===== config.mk =====
export PLATFORM = sky130hd
export DESIGN_NAME = manual_pairing_code_generator_core
export DESIGN_NICKNAME = d
export VERILOG_FILES = /design/src/design/mpc_pkg.sv /design/src/design/mpc_verhoeff.sv /design/src/design/manual_pairing_code_generator_core.sv
export SDC_FILE = /design/constraint.sdc
export NUM_CORES = 1
export LEC_CHECK = 0
export ABC_AREA = 1
export BUFFER_PORTS_ARGS = -buffer_cell sky130_fd_sc_hd__buf_2
export CELL_PAD_IN_SITES_DETAIL_PLACEMENT = 0
export CELL_PAD_IN_SITES_GLOBAL_PLACEMENT = 1
export CORE_ASPECT_RATIO = 1.5
export CORE_MARGIN = 2
export CORE_UTILIZATION = 43
export CTS_CLUSTER_SIZE = 30
export DETAILED_ROUTE_END_ITERATION = 10
export MAX_ROUTING_LAYER = met4
export PLACE_DENSITY_LB_ADDON = 0.25
export REMOVE_ABC_BUFFERS = 1
export SYNTH_ARGS = -nofsm -noshare
export SYNTH_HDL_FRONTEND = slang
export SYNTH_SLANG_ARGS = --single-unit

===== constraint.sdc =====
create_clock -name clk -period 6.4 [get_ports clk]
set_input_delay 0.32 -clock clk [delete_from_list [all_inputs] [get_ports clk]]
set_output_delay 0.32 -clock clk [all_outputs]
set_load 0.05 [all_outputs]

===== src/design/mpc_pkg.sv =====
// Shared types and constants for the manual pairing code generator.
package mpc_pkg;

  // Code lengths, counted in digits
  localparam int unsigned SHORT_LEN = 11;
  localparam int unsigned LONG_LEN  = 21;

  // Validation limits
  localparam logic [31:0] PIN_MAX  = 32'd99999998;
  localparam logic [15:0] DISC_MAX = 16'h0FFF;

  // Reciprocal of ten for 16-bit values: q = (v * DIV10_MUL) >> DIV10_SHIFT
  localparam logic [15:0] DIV10_MUL   = 16'hCCCD;
  localparam int unsigned DIV10_SHIFT = 19;

  // Commissioning flow codes
  localparam logic [1:0] FLOW_STANDARD = 2'd0;
  localparam logic [1:0] FLOW_INVALID  = 2'd3;

  // Verhoeff dihedral group product
  localparam logic [3:0] VH_D [10][10] = '{
    '{4'd0, 4'd1, 4'd2, 4'd3, 4'd4, 4'd5, 4'd6, 4'd7, 4'd8, 4'd9},
    '{4'd1, 4'd2, 4'd3, 4'd4, 4'd0, 4'd6, 4'd7, 4'd8, 4'd9, 4'd5},
    '{4'd2, 4'd3, 4'd4, 4'd0, 4'd1, 4'd7, 4'd8, 4'd9, 4'd5, 4'd6},
    '{4'd3, 4'd4, 4'd0, 4'd1, 4'd2, 4'd8, 4'd9, 4'd5, 4'd6, 4'd7},
    '{4'd4, 4'd0, 4'd1, 4'd2, 4'd3, 4'd9, 4'd5, 4'd6, 4'd7, 4'd8},
    '{4'd5, 4'd9, 4'd8, 4'd7, 4'd6, 4'd0, 4'd4, 4'd3, 4'd2, 4'd1},
    '{4'd6, 4'd5, 4'd9, 4'd8, 4'd7, 4'd1, 4'd0, 4'd4, 4'd3, 4'd2},
    '{4'd7, 4'd6, 4'd5, 4'd9, 4'd8, 4'd2, 4'd1, 4'd0, 4'd4, 4'd3},
    '{4'd8, 4'd7, 4'd6, 4'd5, 4'd9, 4'd3, 4'd2, 4'd1, 4'd0, 4'd4},
    '{4'd9, 4'd8, 4'd7, 4'd6, 4'd5, 4'd4, 4'd3, 4'd2, 4'd1, 4'd0}
  };

  // Verhoeff position permutation, row picked by position mod 8
  localparam logic [3:0] VH_P [8][10] = '{
    '{4'd0, 4'd1, 4'd2, 4'd3, 4'd4, 4'd5, 4'd6, 4'd7, 4'd8, 4'd9},
    '{4'd1, 4'd5, 4'd7, 4'd6, 4'd2, 4'd8, 4'd3, 4'd0, 4'd9, 4'd4},
    '{4'd5, 4'd8, 4'd0, 4'd3, 4'd7, 4'd9, 4'd6, 4'd1, 4'd4, 4'd2},
    '{4'd8, 4'd9, 4'd1, 4'd6, 4'd0, 4'd4, 4'd3, 4'd5, 4'd2, 4'd7},
    '{4'd9, 4'd4, 4'd5, 4'd3, 4'd1, 4'd2, 4'd6, 4'd8, 4'd7, 4'd0},
    '{4'd4, 4'd2, 4'd8, 4'd6, 4'd5, 4'd7, 4'd3, 4'd9, 4'd0, 4'd1},
    '{4'd2, 4'd7, 4'd9, 4'd3, 4'd8, 4'd0, 4'd6, 4'd4, 4'd1, 4'd5},
    '{4'd7, 4'd0, 4'd4, 4'd6, 4'd9, 4'd1, 4'd3, 4'd2, 4'd5, 4'd8}
  };

  // Verhoeff inverse
  localparam logic [3:0] VH_INV [10] = '{
    4'd0, 4'd4, 4'd3, 4'd2, 4'd1, 4'd5, 4'd6, 4'd7, 4'd8, 4'd9
  };

  // Control from the sequencer to the checksum unit
  typedef struct packed {
    logic       clear;
    logic       step;
    logic [3:0] digit;
  } vh_ctl_t;

endpackage


===== src/design/mpc_verhoeff.sv =====
// Verhoeff checksum accumulator, one digit per step, least significant digit first.
module mpc_verhoeff (
  input  logic             clk,
  input  mpc_pkg::vh_ctl_t ctl,
  output logic [3:0]       check_digit
);
  import mpc_pkg::*;

  logic [3:0] sum_r, sum_nxt;
  logic [2:0] ph_r, ph_nxt;

  // Clear for a new code, or fold in one digit at the current position
  always_comb begin
    sum_nxt = sum_r;
    ph_nxt  = ph_r;
    priority if (ctl.clear) begin
      sum_nxt = 4'd0;
      ph_nxt  = 3'd1;
    end else if (ctl.step) begin
      sum_nxt = VH_D[sum_r][VH_P[ph_r][ctl.digit]];
      ph_nxt  = ph_r + 3'd1;
    end else begin
      // Hold the running sum and position
      sum_nxt = sum_r;
      ph_nxt  = ph_r;
    end
  end

  always_ff @(posedge clk) begin
    sum_r <= sum_nxt;
    ph_r  <= ph_nxt;
  end

  assign check_digit = VH_INV[sum_r];

endmodule


===== src/design/manual_pairing_code_generator_core.sv =====
// Manual pairing code generator: one payload in, 11 or 21 code digits (or one reject) out.
// A payload transfer is taken only while the block is idle. A rejected payload gives a
// single result with payload_ok low, loaded into the output register from the reject
// state once the output slot is free. A valid payload runs through one shared
// divide-by-ten unit that peels one decimal digit a cycle while the Verhoeff sum follows,
// a check state writes the check digit, then the digits stream out most significant first
// at one per cycle when out_ready stays high.
// The next payload is taken while the final digit still waits in the output register.
module manual_pairing_code_generator_core (
  input  logic        clk,
  input  logic        rst_n,
  input  logic        in_valid,
  output logic        in_ready,
  input  logic [31:0] in_setup_pin,
  input  logic [15:0] in_discriminator_value,
  input  logic [1:0]  in_flow_kind,
  input  logic [15:0] in_vendor_number,
  input  logic [15:0] in_product_number,
  output logic        out_valid,
  input  logic        out_ready,
  output logic [3:0]  out_code_digit,
  output logic        out_is_last,
  output logic        out_payload_ok
);
  import mpc_pkg::*;

  typedef enum logic [4:0] {
    S_IDLE    = 5'b00001,
    S_EXTRACT = 5'b00010,
    S_CHECK   = 5'b00100,
    S_EMIT    = 5'b01000,
    S_REJECT  = 5'b10000
  } state_t;

  typedef enum logic [2:0] {
    FLD_PROD,
    FLD_VEND,
    FLD_C3,
    FLD_C2,
    FLD_C1
  } fld_t;

  localparam logic [4:0] SHORT_LAST = 5'(SHORT_LEN - 1);
  localparam logic [4:0] LONG_LAST  = 5'(LONG_LEN - 1);

  state_t      state_r, state_nxt;
  fld_t        fld_r;
  logic [15:0] val_r;
  logic [2:0]  dleft_r;
  logic [4:0]  wpos_r;
  logic [4:0]  rpos_r;
  logic [4:0]  last_r;
  logic [2:0]  c1_r;
  logic [15:0] c2_r;
  logic [12:0] c3_r;
  logic [15:0] vend_r;
  logic [3:0]  buf_r [LONG_LEN];
  logic        out_valid_r;
  logic [3:0]  out_digit_r;
  logic        out_last_r;
  logic        out_ok_r;

  logic        accept;
  logic        longc;
  logic        payload_ok;
  logic        out_free;
  logic [31:0] prod_w;
  logic [12:0] quot_w;
  logic [15:0] rem_full;
  logic [3:0]  rem_w;
  logic [3:0]  check_digit;
  vh_ctl_t     vh_ctl;

  // Passcode range and trivial pattern check
  function automatic logic pin_ok(input logic [31:0] pin);
    logic ok;
    ok = (pin != 32'd0) && (pin <= PIN_MAX);
    if ((pin == 32'd11111111) || (pin == 32'd22222222) || (pin == 32'd33333333) ||
        (pin == 32'd44444444) || (pin == 32'd55555555) || (pin == 32'd66666666) ||
        (pin == 32'd77777777) || (pin == 32'd88888888) || (pin == 32'd12345678) ||
        (pin == 32'd87654321)) begin
      ok = 1'b0;
    end
    return ok;
  endfunction

  assign in_ready = (state_r == S_IDLE);
  assign accept   = in_valid && in_ready;
  assign out_free = !out_valid_r || out_ready;
  assign longc    = (in_flow_kind != FLOW_STANDARD);

  assign payload_ok = pin_ok(in_setup_pin) && (in_discriminator_value <= DISC_MAX) &&
                      (in_flow_kind != FLOW_INVALID) &&
                      !((in_vendor_number != 16'd0) && (in_product_number == 16'd0));

  // Shared divide-by-ten unit: quotient by reciprocal, remainder by shift and subtract
  assign prod_w   = {16'd0, val_r} * {16'd0, DIV10_MUL};
  assign quot_w   = prod_w[31:DIV10_SHIFT];
  assign rem_full = val_r - {quot_w, 3'b000} - {2'b00, quot_w, 1'b0};
  assign rem_w    = rem_full[3:0];

  // Drive the checksum unit
  always_comb begin
    vh_ctl       = '0;
    vh_ctl.clear = accept;
    vh_ctl.step  = (state_r == S_EXTRACT);
    vh_ctl.digit = rem_w;
  end

  mpc_verhoeff u_verhoeff (
    .clk         (clk),
    .ctl         (vh_ctl),
    .check_digit (check_digit)
  );

  // Sequencer
  always_comb begin
    state_nxt = state_r;
    unique case (state_r)
      S_IDLE: begin
        if (accept) begin
          state_nxt = payload_ok ? S_EXTRACT : S_REJECT;
        end
      end
      S_EXTRACT: begin
        if ((dleft_r == 3'd1) && (fld_r == FLD_C1)) begin
          state_nxt = S_CHECK;
        end
      end
      S_CHECK: state_nxt = S_EMIT;
      S_EMIT: begin
        if (out_free && (rpos_r == last_r)) begin
          state_nxt = S_IDLE;
        end
      end
      S_REJECT: begin
        if (out_free) begin
          state_nxt = S_IDLE;
        end
      end
      default: state_nxt = S_IDLE;
    endcase
  end

  // Control registers
  always_ff @(posedge clk) begin
    if (!rst_n) begin
      state_r     <= S_IDLE;
      out_valid_r <= 1'b0;
    end else begin
      state_r <= state_nxt;
      if (((state_r == S_EMIT) || (state_r == S_REJECT)) && out_free) begin
        out_valid_r <= 1'b1;
      end else if (out_ready) begin
        out_valid_r <= 1'b0;
      end
    end
  end

  // Latch the payload fields and start with the last field, least significant digit
  always_ff @(posedge clk) begin
    if (accept) begin
      c1_r   <= {longc, in_discriminator_value[11:10]};
      c2_r   <= {in_discriminator_value[9:8], in_setup_pin[13:0]};
      c3_r   <= in_setup_pin[26:14];
      vend_r <= in_vendor_number;
      rpos_r <= 5'd0;
      if (longc) begin
        val_r   <= in_product_number;
        fld_r   <= FLD_PROD;
        dleft_r <= 3'd5;
        wpos_r  <= LONG_LAST - 5'd1;
        last_r  <= LONG_LAST;
      end else begin
        val_r   <= {3'b000, in_setup_pin[26:14]};
        fld_r   <= FLD_C3;
        dleft_r <= 3'd4;
        wpos_r  <= SHORT_LAST - 5'd1;
        last_r  <= SHORT_LAST;
      end
    end else if (state_r == S_EXTRACT) begin
      // Store one digit, then advance within the field or move to the next one
      buf_r[wpos_r] <= rem_w;
      wpos_r        <= wpos_r - 5'd1;
      if (dleft_r == 3'd1) begin
        unique case (fld_r)
          FLD_PROD: begin
            fld_r   <= FLD_VEND;
            val_r   <= vend_r;
            dleft_r <= 3'd5;
          end
          FLD_VEND: begin
            fld_r   <= FLD_C3;
            val_r   <= {3'b000, c3_r};
            dleft_r <= 3'd4;
          end
          FLD_C3: begin
            fld_r   <= FLD_C2;
            val_r   <= c2_r;
            dleft_r <= 3'd5;
          end
          FLD_C2: begin
            fld_r   <= FLD_C1;
            val_r   <= {13'd0, c1_r};
            dleft_r <= 3'd1;
          end
          FLD_C1: begin
            fld_r   <= FLD_C1;
            val_r   <= 16'd0;
            dleft_r <= 3'd0;
          end
          default: begin
            fld_r   <= FLD_C1;
            val_r   <= 16'd0;
            dleft_r <= 3'd0;
          end
        endcase
      end else begin
        val_r   <= {3'b000, quot_w};
        dleft_r <= dleft_r - 3'd1;
      end
    end else if (state_r == S_CHECK) begin
      buf_r[last_r] <= check_digit;
    end else if ((state_r == S_EMIT) && out_free) begin
      rpos_r <= rpos_r + 5'd1;
    end
  end

  // Output register: load a digit or the reject result when the slot is free
  always_ff @(posedge clk) begin
    if ((state_r == S_EMIT) && out_free) begin
      out_digit_r <= buf_r[rpos_r];
      out_last_r  <= (rpos_r == last_r);
      out_ok_r    <= 1'b1;
    end else if ((state_r == S_REJECT) && out_free) begin
      out_digit_r <= 4'd0;
      out_last_r  <= 1'b1;
      out_ok_r    <= 1'b0;
    end
  end

  assign out_valid      = out_valid_r;
  assign out_code_digit = out_digit_r;
  assign out_is_last    = out_last_r;
  assign out_payload_ok = out_ok_r;

  // A reject is a single zero result that closes the payload
  a_reject_form: assert property (@(posedge clk) disable iff (!rst_n)
    (out_valid && !out_payload_ok) |-> (out_is_last && (out_code_digit == 4'd0)))
    else $error("reject result not a single zero digit");

  // Every emitted digit is decimal
  a_digit_range: assert property (@(posedge clk) disable iff (!rst_n)
    (out_valid && out_payload_ok) |-> (out_code_digit <= 4'd9))
    else $error("code digit out of decimal range");

  // No second payload is taken right after a transfer
  a_busy_after_accept: assert property (@(posedge clk) disable iff (!rst_n)
    (in_valid && in_ready) |=> !in_ready)
    else $error("ready right after payload transfer");

  // Extraction ends with the write pointer just below the first digit
  a_extract_done: assert property (@(posedge clk) disable iff (!rst_n)
    ((state_r == S_CHECK)) |-> (wpos_r == 5'h1F))
    else $error("digit count mismatch at check digit");

endmodule


==> key figures <==
Run status
  • Status: finished with violations
  • Failing checks: setup timing

Timing
  • Shortest period the worst path allows: 6.47 ns
  • Highest Clock Rate: roughly 0.15 GHz
  • Final worst path period share: 1.01
  • Worst slew pin tran: between 1 and 1.5 ns
  • Max-slew violations: 0
  • Hold WS: ~0.04 ns
  • Finish-stage setup viols: 4
  • Clock Skew: 0.0117 ns
  • RSZ-0062 raised after global routing: yes
  • PnR worst setup slack: -0.0678 ns
  • Max_slew headroom: 0.221
  • Final hold vios: 0

Final layout
  • Multi-input logic area: 0.00854 sq mm
  • Fill count: approximately 3300
  • Reg area: about 0.0054 sq mm
  • Final core utilization: 0.516
  • Final Cell Area: roughly 0.018 sq mm
  • Final #Nets: 2177
  • N_diodes: 0
  • Share of layout cells above drive strength 1: 0.181
  • Area growth syn-to-layout: 18.5%

Critical path
  • Crit path largest cell delay: 0.56 ns
  • Max FO, Critical Path: 5
  • Setup crit end kind: flip-flop
  • Required time worst endpoint: 6.79 ns
  • Critical Path AT: a little under 7 ns
  • Crit-path most repeated cell: fa_1
  • Setup Crit Path Kind: flip-flop to flip-flop
  • CP max stage cell: fa_1
  • Crit path launch type: flip-flop

Synthesis
  • Yosys synthesis warning count: 0
  • Post-synth EDFFs: 165
  • Post-synthesis async set-or-reset flop share: 0
  • Synth unique cells: 60
  • Mux cell area share after synthesis: 0
  • Adder-cell share of the synthesized area: 0.235
  • XOR/XNOR share of the synthesized area: 0.00886
  • Largest family of logic cells by synthesized area: adder cells
  • Synthesized instance count: ~1700
  • Post-Synth Simple-Gate Area: 0.196
  • Post-synthesis cell area: 0.0148 sq mm
  • Synth Area per Inst: 8.84 sq um
  • Seq/Total Area, Yosys: 0.367
  • Synth top area share: 0.334
  • Prevailing post-synth register cell: edfxtp_1
  • Synth Area in Compound Gates: 0.107
  • Area contributors post-synth: edfxtp_1 (33%), ha_1 (13%), fa_1 (11%)
  • Yosys reg bits: around 190
  • Area leader, netlist: edfxtp_1

Placement
  • Placer Congestion: just over 0.9
  • Port-buffer cells: between 80 and 90
  • Post-DP Area: around 0.016 sq mm
  • Pre-CTS worst setup slack: -0.430 ns
  • Detail Placement HPWL: approximately 34000 um

Global routing
  • Largest net degree at the start of global routing: 57
  • First-pass GRT wire length: just under 70000 um
  • Initial antenna violation count: 0
  • Vias in the first global route: 12800
  • GRT Total Usage: 0.253
  • GRT overflow: 0

Clock tree
  • Reg clk slew, reported paths: about 0.08 ns
  • H-tree Lvls: 4
  • Root Buffer: clkbuf_16
  • Clock sink count: 189
  • CTS tree: built
  • Hold_buf cts: 0
  • Number of buffers created by CTS: 17
  • Clock latency on the worst-skew pair: 0.45 ns
  • CTS Buffer Depth: 2

Route
  • Router iterations before antenna repair: 5
  • Routed len/inst: 18.7 um
  • Via density: 5.33
  • Detailed Route WL: between 40000 and 50000 um
  • Via count: ~12000
  • Drt initial violations: 613
  • ANT nets after route: 0
  • DRC: 0

Die
  • Die Area: 0.0360 sq mm
  • Die Wd: 156 um
  • # rows: 83
  • Die Ht: between 200 and 250 um
  • Core Footprint: around 0.034 sq mm
  • Initial Utilization: 0.435
  • I/O pin count: between 90 and 100

Hold path
  • Worst Hold Class: input pin to flip-flop

Run
  • Max cap viols: 0
[routing by layer]
layer,vias to the layer above,GRT usage,routed length (um)
met5,-,-,0
met4,0,0.0917,1440
met3,80,0.0282,1350
met2,301,0.457,22800
met1,5875,0.289,17400
li1,6007,-,-
[logic make-up (layout without fill, tap and decap cells)]
logic type | after synthesis | in the layout
compound gates | 260 | 260
xor+xnor | 15 | 15
fa+ha+maj | 230 | 230
buf+inv | 336 | 531
flops | 189 | 189
simple gates | 648 | 649
[critical path, delay by kind of cell, from the launching register on]
kind / cells / cell delay [ns]
flops: 1 / 0.48
simple gates: 11 / 1.21
fa+ha+maj: 8 / 3.32
buf+inv: 9 / 0.56
compound gates: 3 / 0.43
xor+xnor: 2 / 0.39
[synth_stat cells, drive strengths merged, types with 10 or more instances]
| cell | count |
|---|---|
| o221ai | 17 |
| nand4 | 17 |
| fa | 80 |
| dfxtp | 24 |
| ha | 150 |
| nor4 | 21 |
| inv | 295 |
| buf | 13 |
| nand2 | 295 |
| nand3 | 89 |
| nor3 | 33 |
| edfxtp | 165 |
| a21oi | 68 |
| o22ai | 11 |
| o21ai | 106 |
| clkbuf | 24 |
| nor2 | 175 |
| o211ai | 10 |
[cell type report]
| cell class | instances | share of cell area |
|---|---|---|
| Inverter | 299 | 0.0643 |
| Sequential cell | 189 | 0.309 |
| Multi-Input combinational cell | 1154 | 0.486 |
| Tap cell | 425 | 0.0303 |
| Clock buffer | 18 | 0.0244 |
| Timing Repair Buffer | 200 | 0.0775 |
| Clock inverter | 14 | 0.00812 |
[cell usage in the layout, fill, tap and decap left out, types with 7 or more instances in the layout]
master,netlist,final
buf_2,7,85
nor4_1,21,21
clkbuf_16,0,17
nand2_1,274,269
nand4_1,17,17
buf_4,1,105
inv_1,287,280
ha_4,0,19
a21oi_2,4,9
edfxtp_1,165,165
nor3_1,32,30
inv_2,8,13
nand3_1,83,78
ha_1,150,128
o21ai_1,9,12
a21oi_1,64,59
nand2_2,16,19
nand3_2,5,8
fa_1,80,80
o211ai_1,10,10
nor2_1,168,167
a22o_1,9,9
o221ai_1,17,17
dfxtp_1,24,24
o21ai_0,97,91
o22ai_1,11,11
a22oi_1,7,7
[metrics by stage]
stage / instances / TNS, ns
2_1_floorplan: 1641 / -14.43
3_3_place_gp: 2244 / -1.34
3_5_place_dp: 2244 / -1.66
4_1_cts: 2294 / -0.501
5_1_grt: 2299 / -1.44
6_report: 2299 / -0.258
[sequential cells by signal, summed over array words and instances, names as in the netlist, named ones only]
signal	cells
out_code_digit	4
vend_r	16
c2_r	16
rpos_r	5
out_payload_ok	1
dleft_r	3
last_r	2
wpos_r	5
state_r	5
c3_r	13
fld_r	3
out_is_last	1
c1_r	2
u_verhoeff.ph_r	3
buf_r	84
out_valid	1
val_r	16
u_verhoeff.sum_r	2
[timing repair]
action	in CTS	in global routing
buffers inserted	17	5
endpoints found under the setup margin	4	28
pin swaps	43	22
gates resized for setup	39	38
gates cloned	1	0
[path summary, 6_finish.rpt]
check	from	cells past startpoint	end	slack, ns
worst min-delay path	in_discriminator_value[8]	1	c2_r[14]	0.04
worst min register to register	out_payload_ok	2	out_payload_ok	0.46
worst max register to register	val_r[3]	33	u_verhoeff.sum_r[1]	-0.07
worst max-delay path	val_r[3]	33	u_verhoeff.sum_r[1]	-0.07
Power is left out: the tool's default activity adds up to more than one toggle a clock period on the data nets, which glitch-free logic cannot reach.
